$ cat src/design/rpa_pkg.sv
// Package for the RGB565 pixel ALU: opcodes, constants and the merge control struct.
// Depends on nothing.
`timescale 1ns / 1ps
package rpa_pkg;
	localparam logic [2:0] OP_LERP  = 3'd0;
	localparam logic [2:0] OP_SCALE = 3'd1;
	localparam logic [2:0] OP_ADD   = 3'd2;
	localparam logic [2:0] OP_SUB   = 3'd3;
	localparam logic [2:0] OP_HALF  = 3'd4;
	localparam logic [2:0] OP_QUANT = 3'd5;

	localparam logic [15:0] HALF_MASK = 16'hF7DE;
	// Quotient bits resolved by the lane divider, one per stage.
	localparam int unsigned DIV_STEPS = 8;

	typedef struct packed {
		logic        valid;
		logic        bypass;
		logic [15:0] color;
	} merge_ctl_t;
endpackage

$ cat src/design/rpa_if.sv
// Valid/ready channel interfaces for the RGB565 pixel ALU.
// Depends on nothing.
`timescale 1ns / 1ps
interface rpa_in_if;
	logic        valid;
	logic        ready;
	logic [2:0]  op;
	logic [15:0] color_a;
	logic [15:0] color_b;
	logic [8:0]  weight;
	logic [15:0] scale_num;
	logic [15:0] scale_den;
	logic [2:0]  red_depth;
	logic [2:0]  green_depth;
	logic [2:0]  blue_depth;
	modport source (output valid, op, color_a, color_b, weight, scale_num, scale_den,
		red_depth, green_depth, blue_depth, input ready);
	modport sink (input valid, op, color_a, color_b, weight, scale_num, scale_den,
		red_depth, green_depth, blue_depth, output ready);
endinterface

interface rpa_out_if;
	logic        valid;
	logic        ready;
	logic [15:0] color_out;
	modport source (output valid, color_out, input ready);
	modport sink (input valid, color_out, output ready);
endinterface

$ cat src/design/rpa_lane.sv
// One color channel of the pixel ALU: blend, add, subtract and a pipelined divider
// shared by scale and quantize. Depends on rpa_pkg.
`timescale 1ns / 1ps
module rpa_lane #(
	parameter int unsigned Width = 5
) (
	input  logic             clk,
	input  logic             en,
	input  logic [2:0]       op,
	input  logic [Width-1:0] chan_a,
	input  logic [Width-1:0] chan_b,
	input  logic [7:0]       weight,
	input  logic [15:0]      scale_num,
	input  logic [15:0]      scale_den,
	input  logic [2:0]       depth,
	output logic [Width-1:0] chan_out
);
	import rpa_pkg::*;

	localparam int unsigned DW = Width + 16;
	localparam int unsigned CW = DW + DIV_STEPS;
	localparam logic [Width-1:0] ChanMax = '1;

	logic [2:0]              n_c;
	logic [2:0]              qshift;
	logic [Width-1:0]        kept;
	logic [DW-1:0]           quant_num;
	logic [15:0]             quant_den;
	logic [DW-1:0]           scale_prod;
	logic signed [Width:0]   diff;
	logic signed [Width+9:0] prod;
	logic [Width:0]          sum;
	logic [Width-1:0]        simple;

	logic                    is_lerp_s1;
	logic [Width-1:0]        simple_s1;
	logic signed [Width+9:0] prod_s1;
	logic [Width-1:0]        a_s1;
	logic [Width-1:0]        lerp_res;
	logic [Width-1:0]        early0;

	logic [DW-1:0]           rem_s   [0:DIV_STEPS];
	logic [15:0]             den_s   [0:DIV_STEPS];
	logic [DIV_STEPS-1:0]    quo_s   [0:DIV_STEPS];
	logic                    div_s   [0:DIV_STEPS];
	logic [Width-1:0]        early_s [1:DIV_STEPS];

	// Quantize: clamp the depth, keep the top bits, rescale through the divider.
	always_comb begin
		n_c = depth;
		if (depth == 3'd0) begin
			n_c = 3'd1;
		end else if (depth > 3'(Width)) begin
			n_c = 3'(Width);
		end
		qshift = 3'(Width) - n_c;
		kept = chan_a >> qshift;
	end
	assign quant_num  = DW'(kept * ChanMax);
	assign quant_den  = (16'd1 << n_c) - 16'd1;
	assign scale_prod = DW'(chan_a) * DW'(scale_num);

	assign diff = $signed({1'b0, chan_b}) - $signed({1'b0, chan_a});
	assign prod = diff * $signed({1'b0, weight});

	assign sum = {1'b0, chan_a} + {1'b0, chan_b};
	always_comb begin
		case (op)
			OP_ADD:  simple = sum[Width] ? ChanMax : sum[Width-1:0];
			OP_SUB:  simple = (chan_a > chan_b) ? (chan_a - chan_b) : '0;
			default: simple = chan_a;
		endcase
	end

	always_ff @(posedge clk) begin
		if (en) begin
			is_lerp_s1 <= (op == OP_LERP);
			simple_s1  <= simple;
			prod_s1    <= prod;
			a_s1       <= chan_a;
			div_s[0]   <= (op == OP_SCALE) || (op == OP_QUANT);
			rem_s[0]   <= (op == OP_QUANT) ? quant_num : scale_prod;
			den_s[0]   <= (op == OP_QUANT) ? quant_den : scale_den;
			quo_s[0]   <= '0;
		end
	end

	// The arithmetic shift floors the scaled difference in both directions.
	assign lerp_res = Width'($signed({1'b0, a_s1}) + (prod_s1 >>> 8));
	assign early0   = is_lerp_s1 ? lerp_res : simple_s1;

	// Restoring division, most significant quotient bit first.
	for (genvar j = 1; j <= DIV_STEPS; j++) begin : g_step
		localparam int unsigned Sh = DIV_STEPS - j;
		logic [CW-1:0]    trial;
		logic             hit;
		logic [Width-1:0] early_in;
		assign trial = CW'(den_s[j-1]) << Sh;
		assign hit   = CW'(rem_s[j-1]) >= trial;
		if (j == 1) begin : g_head
			assign early_in = early0;
		end else begin : g_tail
			assign early_in = early_s[j-1];
		end
		always_ff @(posedge clk) begin
			if (en) begin
				rem_s[j]   <= hit ? DW'(CW'(rem_s[j-1]) - trial) : rem_s[j-1];
				den_s[j]   <= den_s[j-1];
				quo_s[j]   <= quo_s[j-1] | (DIV_STEPS'(hit) << Sh);
				div_s[j]   <= div_s[j-1];
				early_s[j] <= early_in;
			end
		end
	end

	// Any quotient above the channel maximum clamps; a high bit past it means overflow.
	always_comb begin
		if (!div_s[DIV_STEPS]) begin
			chan_out = early_s[DIV_STEPS];
		end else if (quo_s[DIV_STEPS] > DIV_STEPS'(ChanMax)) begin
			chan_out = ChanMax;
		end else begin
			chan_out = quo_s[DIV_STEPS][Width-1:0];
		end
	end
endmodule

$ cat src/design/rpa_merge.sv
// Merge stage: packs the three lane results or takes the whole-pixel bypass value,
// and holds the result in the output register. Depends on rpa_pkg.
`timescale 1ns / 1ps
module rpa_merge (
	input  logic                clk,
	input  logic                arst_n,
	input  rpa_pkg::merge_ctl_t ctl,
	input  logic [4:0]          red,
	input  logic [5:0]          green,
	input  logic [4:0]          blue,
	input  logic                out_ready,
	output logic                out_valid,
	output logic [15:0]         color_out,
	output logic                advance
);
	import rpa_pkg::*;

	logic [15:0] packed_px;

	assign packed_px = ctl.bypass ? ctl.color : {red, green, blue};
	assign advance   = !out_valid || out_ready;

	always_ff @(posedge clk or negedge arst_n) begin
		if (!arst_n) begin
			out_valid <= 1'b0;
		end else if (advance) begin
			out_valid <= ctl.valid;
		end
	end

	always_ff @(posedge clk) begin
		if (advance && ctl.valid) begin
			color_out <= packed_px;
		end
	end
endmodule

$ cat src/design/rgb565_pixel_alu_top.sv
// Top level of the RGB565 pixel ALU: three channel lanes, a bypass pipe and the merge stage.
// Depends on rpa_pkg, rpa_if, rpa_lane and rpa_merge.
//
//   channel   direction   payload
//   pix_in    sink        op, color_a, color_b, weight, scale_num, scale_den, depths
//   pix_out   source      color_out
//
// Every word passes through 10 registers: one after the multipliers, 8 divider stages
// (one quotient bit each) and the output register. The accepting edge loads the first,
// and the word moves on through the divider stages into the output register.
// A new word is accepted every cycle; the whole pipe advances together and halts only
// while the output register is full and not taken. Reset clears the valid bits only.
`timescale 1ns / 1ps
module rgb565_pixel_alu_top (
	input  logic   clk,
	input  logic   arst_n,
	rpa_in_if.sink    pix_in,
	rpa_out_if.source pix_out
);
	import rpa_pkg::*;

	logic        advance;
	logic        byp;
	logic [15:0] byp_color;
	logic [15:0] half_px;
	logic [4:0]  red;
	logic [5:0]  green;
	logic [4:0]  blue;

	// Valid bit and whole-pixel bypass path, aligned with the lane stages.
	logic        valid_s [0:DIV_STEPS];
	logic        byp_s   [0:DIV_STEPS];
	logic [15:0] color_s [0:DIV_STEPS];
	merge_ctl_t  ctl;

	assign pix_in.ready = advance;

	// The packed average drops the low bit of each channel before the shift,
	// so no carry crosses a channel boundary.
	assign half_px = ((pix_in.color_a & HALF_MASK) >> 1) + ((pix_in.color_b & HALF_MASK) >> 1);

	// Cases that need no per-channel work: lerp with a zero weight or one of 256 and above,
	// scale by a zero denominator, the packed average and the unused opcodes.
	always_comb begin
		byp = 1'b0;
		byp_color = pix_in.color_a;
		case (pix_in.op)
			OP_LERP: begin
				if (pix_in.weight[8]) begin
					byp = 1'b1;
					byp_color = pix_in.color_b;
				end else if (pix_in.weight == 9'd0) begin
					byp = 1'b1;
				end
			end
			OP_SCALE: byp = (pix_in.scale_den == 16'd0);
			OP_ADD,
			OP_SUB,
			OP_QUANT: byp = 1'b0;
			OP_HALF: begin
				byp = 1'b1;
				byp_color = half_px;
			end
			default: byp = 1'b1;
		endcase
	end

	always_ff @(posedge clk or negedge arst_n) begin
		if (!arst_n) begin
			for (int i = 0; i <= DIV_STEPS; i++) begin
				valid_s[i] <= 1'b0;
			end
		end else if (advance) begin
			valid_s[0] <= pix_in.valid;
			for (int i = 1; i <= DIV_STEPS; i++) begin
				valid_s[i] <= valid_s[i-1];
			end
		end
	end

	always_ff @(posedge clk) begin
		if (advance) begin
			byp_s[0]   <= byp;
			color_s[0] <= byp_color;
			for (int i = 1; i <= DIV_STEPS; i++) begin
				byp_s[i]   <= byp_s[i-1];
				color_s[i] <= color_s[i-1];
			end
		end
	end

	rpa_lane #(.Width(5)) u_lane_r (
		.clk      (clk),
		.en       (advance),
		.op       (pix_in.op),
		.chan_a   (pix_in.color_a[15:11]),
		.chan_b   (pix_in.color_b[15:11]),
		.weight   (pix_in.weight[7:0]),
		.scale_num(pix_in.scale_num),
		.scale_den(pix_in.scale_den),
		.depth    (pix_in.red_depth),
		.chan_out (red)
	);

	rpa_lane #(.Width(6)) u_lane_g (
		.clk      (clk),
		.en       (advance),
		.op       (pix_in.op),
		.chan_a   (pix_in.color_a[10:5]),
		.chan_b   (pix_in.color_b[10:5]),
		.weight   (pix_in.weight[7:0]),
		.scale_num(pix_in.scale_num),
		.scale_den(pix_in.scale_den),
		.depth    (pix_in.green_depth),
		.chan_out (green)
	);

	rpa_lane #(.Width(5)) u_lane_b (
		.clk      (clk),
		.en       (advance),
		.op       (pix_in.op),
		.chan_a   (pix_in.color_a[4:0]),
		.chan_b   (pix_in.color_b[4:0]),
		.weight   (pix_in.weight[7:0]),
		.scale_num(pix_in.scale_num),
		.scale_den(pix_in.scale_den),
		.depth    (pix_in.blue_depth),
		.chan_out (blue)
	);

	assign ctl.valid  = valid_s[DIV_STEPS];
	assign ctl.bypass = byp_s[DIV_STEPS];
	assign ctl.color  = color_s[DIV_STEPS];

	rpa_merge u_merge (
		.clk      (clk),
		.arst_n   (arst_n),
		.ctl      (ctl),
		.red      (red),
		.green    (green),
		.blue     (blue),
		.out_ready(pix_out.ready),
		.out_valid(pix_out.valid),
		.color_out(pix_out.color_out),
		.advance  (advance)
	);
endmodule

$ cat src/flat_wrapper.sv
// flat-port wrapper written by rule: the top's interface ports become plain ports
module rgb565_pixel_alu_top_flat import rpa_pkg::*;
  (clk, arst_n, pix_in_valid, pix_in_op, pix_in_color_a, pix_in_color_b, pix_in_weight, pix_in_scale_num, pix_in_scale_den, pix_in_red_depth, pix_in_green_depth, pix_in_blue_depth, pix_in_ready, pix_out_valid, pix_out_color_out, pix_out_ready);
  rpa_in_if pix_in_i ();
  rpa_out_if pix_out_i ();
  input  logic clk;
  input  logic arst_n;
  input wire logic [$bits(pix_in_i.valid)-1:0] pix_in_valid;
  input wire logic [$bits(pix_in_i.op)-1:0] pix_in_op;
  input wire logic [$bits(pix_in_i.color_a)-1:0] pix_in_color_a;
  input wire logic [$bits(pix_in_i.color_b)-1:0] pix_in_color_b;
  input wire logic [$bits(pix_in_i.weight)-1:0] pix_in_weight;
  input wire logic [$bits(pix_in_i.scale_num)-1:0] pix_in_scale_num;
  input wire logic [$bits(pix_in_i.scale_den)-1:0] pix_in_scale_den;
  input wire logic [$bits(pix_in_i.red_depth)-1:0] pix_in_red_depth;
  input wire logic [$bits(pix_in_i.green_depth)-1:0] pix_in_green_depth;
  input wire logic [$bits(pix_in_i.blue_depth)-1:0] pix_in_blue_depth;
  output wire logic [$bits(pix_in_i.ready)-1:0] pix_in_ready;
  output wire logic [$bits(pix_out_i.valid)-1:0] pix_out_valid;
  output wire logic [$bits(pix_out_i.color_out)-1:0] pix_out_color_out;
  input wire logic [$bits(pix_out_i.ready)-1:0] pix_out_ready;
  assign pix_in_i.valid = pix_in_valid;
  assign pix_in_i.op = pix_in_op;
  assign pix_in_i.color_a = pix_in_color_a;
  assign pix_in_i.color_b = pix_in_color_b;
  assign pix_in_i.weight = pix_in_weight;
  assign pix_in_i.scale_num = pix_in_scale_num;
  assign pix_in_i.scale_den = pix_in_scale_den;
  assign pix_in_i.red_depth = pix_in_red_depth;
  assign pix_in_i.green_depth = pix_in_green_depth;
  assign pix_in_i.blue_depth = pix_in_blue_depth;
  assign pix_in_ready = pix_in_i.ready;
  assign pix_out_valid = pix_out_i.valid;
  assign pix_out_color_out = pix_out_i.color_out;
  assign pix_out_i.ready = pix_out_ready;
  rgb565_pixel_alu_top u_core (.clk(clk), .arst_n(arst_n), .pix_in(pix_in_i), .pix_out(pix_out_i));
endmodule
$ cat config.mk
export PLATFORM = sky130hd
export DESIGN_NAME = rgb565_pixel_alu_top_flat
export DESIGN_NICKNAME = d
export VERILOG_FILES = /design/src/design/rpa_pkg.sv /design/src/design/rpa_if.sv /design/src/design/rpa_lane.sv /design/src/design/rpa_merge.sv /design/src/design/rgb565_pixel_alu_top.sv /design/src/flat_wrapper.sv
export SDC_FILE = /design/constraint.sdc
export NUM_CORES = 2
export LEC_CHECK = 0
export ABC_AREA = 0
export BUFFER_PORTS_ARGS = -buffer_cell sky130_fd_sc_hd__buf_2
export CORE_UTILIZATION = 58
export CTS_CLUSTER_DIAMETER = 120
export DETAILED_ROUTE_END_ITERATION = 10
export PLACE_DENSITY = 0.8
export REMOVE_ABC_BUFFERS = 1
export SYNTH_ARGS = -nofsm -noshare
export SYNTH_HDL_FRONTEND = slang
export SYNTH_SLANG_ARGS = --single-unit
$ cat constraint.sdc
create_clock -name clk -period 42.5 [get_ports clk]
set_input_delay 2.125 -clock clk [delete_from_list [all_inputs] [get_ports clk]]
set_output_delay 2.125 -clock clk [all_outputs]
set_load 0.01 [all_outputs]
# --- Yosys cells after proc, flatten, opt, wreduce, memory -nomap -nowiden ---
# Memory sizes are Yosys's and may differ from the RTL's.
# Index checks and enable logic that the tools add are counted.
totals:
  reg_bits: 99
  latchBits: 0
  ramBits: 1532
  romBits: 0
  in_bits: 89
  output_inout_bits: 18
  word_cells: 231
  mem_count: 17
classes:
  add_sub_neg: 43
  n_mul: 9
  n_div: 0
  n_lt_le_gt_ge: 33
  eq_ne: 5
  shifts: 6
  n_mux: 62
  n_bitwise: 24
  n_reduce_logical: 11
mem_list:
  columns: ["name", "depth", "word_bits", "read_ports", "rd_ports_with_merged_regs", "write_ports", "line", "rtl"]
  rows:
  - ["u_core.u_lane_g.rem_s", 9, 22, 8, 0, 9, "rpa_lane.sv:42", "logic [DW-1:0] rem_s [0:DIV_STEPS];"]
  - ["u_core.u_lane_b.rem_s", 9, 21, 8, 0, 9, "rpa_lane.sv:42", null]
  - ["u_core.u_lane_r.rem_s", 9, 21, 8, 0, 9, "rpa_lane.sv:42", null]
  - ["u_core.color_s", 9, 16, 9, 0, 9, "rgb565_pixel_alu_top.sv:33", "logic [15:0] color_s [0:DIV_STEPS];"]
  - ["u_core.u_lane_b.den_s", 9, 16, 8, 0, 9, "rpa_lane.sv:43", "logic [15:0] den_s [0:DIV_STEPS];"]
  - ["u_core.u_lane_g.den_s", 9, 16, 8, 0, 9, "rpa_lane.sv:43", null]
  - ["11 more memories", null, null, null, null, null, null, null]
ops:
  columns: ["op", "count"]
  rows:
  - ["$mux W21", 18]
  - ["$mux W22", 9]
  - ["$sub A21 B21 Y21", 6]
  - ["$mux W16", 5]
  - ["$mux W5", 10]
  - ["$shl A1 B3 Y16 const A", 3]
  - ["$sub A16 B1 Y16 const B", 3]
  - ["$ge A21 B23 Y1", 2]
  - ["$ge A21 B22 Y1", 2]
  - ["$sub A22 B22 Y22", 2]
  - ["$ge A21 B16 Y1", 2]
  - ["$ge A21 B17 Y1", 2]
  - ["$ge A21 B18 Y1", 2]
  - ["$ge A21 B19 Y1", 2]
  - ["$ge A21 B20 Y1", 2]
  - ["$ge A21 B21 Y1", 2]
  - ["$mul A5 B16 Y21", 2]
  - ["$sub A21 B16 Y21", 2]
  - ["$sub A21 B17 Y21", 2]
  - ["$sub A21 B18 Y21", 2]
  - ["$sub A21 B19 Y21", 2]
  - ["$sub A21 B20 Y21", 2]
  - ["$pmux W16 S2", 1]
  - ["$mux W6", 5]
  - ["other kinds (59)", 103]

# --- Logic depth before layout (Yosys ltp) ---
depth:
  word_depth: 7
  ltp_mapped: 29
  mapped_depth_nobuf: 28

# --- By module ---
# A second synthesis with hierarchy kept.
unflattened:
  hier_cells: 7150
  hier_area_um2: 83332.4
modules_own_cells:
  columns: ["mod", "n_inst", "cells_per_inst", "area_per_inst_um2"]
  rows:
  - ["rpa_lane at u_core.u_lane_g", 1, 2454, 27327.5]
  - ["rpa_lane at u_core.u_lane_b", 1, 2171, 24791.3]
  - ["rpa_lane at u_core.u_lane_r", 1, 2167, 24486.0]
  - ["rgb565_pixel_alu_top", 1, 320, 5954.5]
  - ["rpa_merge", 1, 38, 773.2]

# --- Worst setup path before layout ---
# Ideal clock, no wire load.
synth_timing:
  kind: "input to register"
  start: "input pix_out_ready"
  end: "register u_core.valid_s[2] (netlist bit)"
  t_arrival_ns: 38.867
  required_time_ns: 42.303
  setup_slack_ns: 3.436
  path_stages: 3
  n_path_buf: 1
  cell_sequence: "nand2b_1 > buf_1 > mux2_2"
synth_via:
  elab_chain_len: 1
synth_lines:
  columns: ["item", "line", "rtl"]
  rows:
  - ["from (decl)", "flat_wrapper.sv:21", "input wire logic [$bits(pix_out_i.ready)-1:0] pix_out_ready;"]
  - ["$logic_or A1 B1 Y1", "rpa_merge.sv:21", "assign advance = !out_valid || out_ready;"]
  - ["named net pix_in_ready", "flat_wrapper.sv:18", "output wire logic [$bits(pix_in_i.ready)-1:0] pix_in_ready;"]
  - ["to (signal, indexed assignment)", "rgb565_pixel_alu_top.sv:76", "valid_s[i] <= valid_s[i-1];"]
  - ["to (decl)", "rgb565_pixel_alu_top.sv:31", "logic valid_s [0:DIV_STEPS];"]
# The timed path passes the listed nets, and every way through them passes these cells.
# A chain may end at the register's enable or synchronous reset.

# --- Worst setup path in the final report ---
layout_timing:
  start: "input pix_in_color_a[6]"
  end: "register u_core.u_lane_g.prod_s1[13], data pin"
layout_via:
  elab_chain_len: 2
layout_lines:
  columns: ["item", "line", "rtl"]
  rows:
  - ["from (decl)", "flat_wrapper.sv:10", "input wire logic [$bits(pix_in_i.color_a)-1:0] pix_in_color_a;"]
  - ["$sub A6 B6 Y7", "rpa_lane.sv:63", "assign diff = $signed({1'b0, chan_b}) - $signed({1'b0, chan_a});"]
  - ["$mul A7 B9 Y14", "rpa_lane.sv:64", "assign prod = diff * $signed({1'b0, weight});"]
  - ["named net u_core.u_lane_g.prod[13]", "rpa_lane.sv:31", "logic signed [Width+9:0] prod;"]
  - ["to (signal assigned)", "rpa_lane.sv:79", "prod_s1 <= prod;"]
  - ["to (decl)", "rpa_lane.sv:37", "logic signed [Width+9:0] prod_s1;"]
# The timed path passes the listed nets, and every way through them passes these cells.

==> results.yml <==
outcome:
  status: "completed"
drt:
  antenna_left: 0
  avgViaCountPerCell: 5.79
  wl_per_cell_um: 20.1
  wl_um: 172000
  vias: 49558
  drc_errors: 0
  drtPass1Iterations: 6
  drtIter0Drc: 3886
cts:
  clockBufferDepth: 3
  cts_buffers: 120
  cts-resized-gates: 0
  cts_tree: "done"
  root_buffer: "clkbuf_16"
  path_clk_slew_ps: 60
  postCtsHoldBufs: 0
  clock_sinks: 1225
  clk_latency_ps: 760
  cts_max_level: 3
  cts_setup_buffers: 0
placement:
  dpl.hpwl_um: 129000
  place.gp.congestion: 0.927
  placed_cells: 8321
  port_buffers: 106
pwr:
  p_per_area_nw_per_um2: 85.6
  p_clk_frac: 0.155
  ir_drop_v: 0.0000426
  p_sw_mw: 2.75
  seqPwrFrac: 0.355
  p_leak_nw: 34.7
  switching_share: 0.389
  p_int_mw: 4.31
  power_frac_comb: 0.490
synth:
  synth-seq-cells: 1225
  synth_compound_area_frac: 0.111
  syn_area_sq_um: 76100
  synth_top_area_frac: 0.479
  synthCells: 6606
  syn_avg_cell_area_sq_um: 11.5
  synthSimpleGateAreaFrac: 0.107
  ys_seq_area_frac: 0.483
  ys.flop_type: "edfxtp_1"
  async_reset_ff_frac: 0.00816
  synth_top_family_by_area: "adder cells"
  synth_edf_count: 1215
  synth.distinct_cells: 98
  synth_mux_area_frac: 0.0275
  synth-adder-area-share: 0.184
  synthXorXnorAreaFrac: 0.0442
  synth_area_leader_cell: "edfxtp_1"
  netlist_top_cells_area: "edfxtp_1 (48%), ha_1 (11%), fa_1 (7.4%)"
  ys.warnings.count: 0
timing:
  tns_ps: 0
  tightest_slew_ps: 1200
  relSlewSlack: 0.200
  slew_viol_final: 0
  post-route-min-period_ps: 7720
  skew_ps: 40.8
  finalHoldViolCount: 0
  finalSetupViolCount: 0
  period_share: 0.182
  fmaxAchievable_ghz: 0.130
  rsz0062_at_grt: "no"
global_route:
  use_met1: 0.336
  antenna_found_initial: 9
  grt_pass1_vias: 49406
  grt_pass1_wl_um: 269000
  grt_use_met3: 0.0302
  busiest_layer: "met2"
  grt-ovfl-total: 0
  grt_max_degree: 87
  grt_use_total: 0.260
  use_met2: 0.440
worst_setup_path:
  crit_type: "in -> reg"
  end_kind: "register"
  crit_path_start_kind: "input port"
  r2r-start: "u_core.u_merge.out_valid"
  critPathMaxFanout: 22
  crit_start: "pix_in_color_a[6]"
  required_ps: 43000
  arrival_ps: 8220
floorplanning:
  ioPinCount: 107
  rows: 132
  die_y_um: 364
  dieArea_sq_um: 133000
  core_area_sq_um: 130000
  fp.dieW_um: 364
  initial_utilization: 0.586
cells_and_area:
  seq_area_sq_um: 36700
  synthToLayoutAreaGrowth_pct: 8.44
  instances_no_fill: 8552
  nets: 7737
  fill_cells: 9797
  multiInputGateArea_sq_um: 36100
  drive_above_1_share: 0.0820
worst_hold_path:
  hold_start: "u_core.u_lane_g.quo_s[0][43]"
  hold_path_class: "reg -> reg"
flow_run:
  maxCapViolCount: 0
[through the flow]
stage               power (mW)   util  hold WS, ps  area [sq um]  setup slack (ps)
finish                    7.06  0.636          402         82600             34780
floorplan                 5.44      -          400         75400              7750
global route              7.58  0.636          398         82600             34240
CTS                       7.06  0.636          409         82500             34800
detailed placement        5.91  0.604          405         78400             34010
global placement          5.79  0.604          400         78400             34070
[critical path: stages]
cell,delay (ps)
buf_2,430
inv_1,300
fa_1,490
a21oi_1,160
nor2_1,60
nor2_1,150
nor2_1,50
o21ai_0,140
nand2b_1,220
or2_2,360
fa_1,520
fa_1,560
inv_1,60
fa_1,530
inv_1,60
fa_1,530
inv_1,40
ha_1,300
a41o_1,280
nor4_1,320
o31a_1,240
nor2b_1,60
nor2_1,110
xnor2_1,90
[registers in the layout, indices dropped and copies added, names as in the netlist, 6 cells and up, named ones only]
register / count
u_core.u_lane_g.rem_s: 176
u_core.u_lane_g.quo_s: 36
u_core.u_lane_r.rem_s: 168
u_core.u_merge.color_out: 16
u_core.u_lane_b.quo_s: 36
u_core.u_lane_r.quo_s: 36
u_core.u_lane_b.early_s: 40
u_core.u_lane_b.rem_s: 168
u_core.u_lane_b.den_s: 128
u_core.u_lane_g.prod_s1: 6
u_core.u_lane_g.den_s: 55
u_core.color_s: 144
u_core.u_lane_r.den_s: 56
u_core.u_lane_r.early_s: 40
u_core.u_lane_g.div_s: 9
u_core.u_lane_g.simple_s1: 6
u_core.u_lane_g.early_s: 48
u_core.u_lane_g.a_s1: 6
u_core.valid_s: 8
u_core.byp_s: 9
[cell type report]
type                    count  area share
diodes                      4    0.000121
clock buffers             144      0.0377
clock inverters            83      0.0121
inverters                 712      0.0324
multi-input cells        4503       0.437
flip-flops and latches   1225       0.445
well taps                1742      0.0264
repair buffers            139     0.00943
[synthesized netlist by cell type, types with 26 or more instances]
library cell and instances:
nor2_1 378, and2_1 178, buf_2 29, a21o_1 153
a21boi_0 26, o21bai_1 35, nor2b_1 84, edfxtp_1 1215
inv_1 710, mux2_2 143, o31ai_1 52, xnor2_1 248
a21oi_1 323, nand3_1 80, nand2b_1 81, a31oi_1 38
mux2i_1 45, or2_2 31, o22ai_1 33, nor3_1 83
ha_1 664, o21a_1 66, nor4_1 43, xor2_1 136
o21ai_0 330, nand2_1 541, nand4_1 56, or3_1 36
fa_1 283, clkbuf_1 115, a211oi_1 45
[worst paths after layout]
check,to,slack (ps),depth (start not counted)
worst max-delay path,u_core.u_lane_g.prod_s1[13],34780,24
worst min-delay path,u_core.u_lane_g.quo_s[0][51],400,0
worst max register to register,u_core.u_lane_r.rem_s[0][18],35910,7
worst min register to register,u_core.u_lane_g.quo_s[0][51],400,0
max in group asynchronous,u_core.ctl[17],41090,1
min in group asynchronous,u_core.valid_s[8],1230,1
[power groups by stage]
stage	clock network [mW]	registers, mW	logic [mW]
after floorplan	0	2.78	2.67
after global placement	0	2.49	3.30
after detailed placement	0	2.51	3.40
after CTS	1.12	2.50	3.45
after global routing	1.16	2.55	3.87
final	1.10	2.50	3.46
[cell families (layout without fill, tap and decap cells)]
family / count (synthesis) / in the layout
other: 0 / 4
XOR/XNOR: 384 / 384
AND/OR/NAND/NOR: 1679 / 1679
multiplexers: 190 / 190
AO/OA/AOI/OAI: 1303 / 1303
flip-flops: 1225 / 1225
adder cells (fa/ha/maj): 947 / 947
buffers and inverters: 878 / 1078
[layer usage]
metal	vias up	part of all wire
li1	23765	-
met3	325	0.050
met4	8	0.045
met2	1466	0.48
met1	23994	0.42
met5	-	0.00030
[layout by cell type (no fill, tap or decap), drive strengths merged, types with 18 or more instances in the layout]
cell and instances:
or3 36, mux2i 45, and2 178, nand2b 81, or2 31, ha 664
clkinv 49, buf 139, o211ai 24, nand4 56, nor4 43, xnor2 248
o31ai 53, and3 25, clkbuf 144, a21boi 34, a21oi 323, edfxtp 1215
a31oi 40, o21a 66, nand2 542, a211oi 47, o31a 20, bufinv 18
fa 283, nor2b 84, o21ai 348, nor3 84, inv 722, o22ai 34
nand3 80, xor2 136, nor2 378, a21o 153, mux2 144, o21bai 36
No activity file was read; power rests on OpenSTA's default activity.
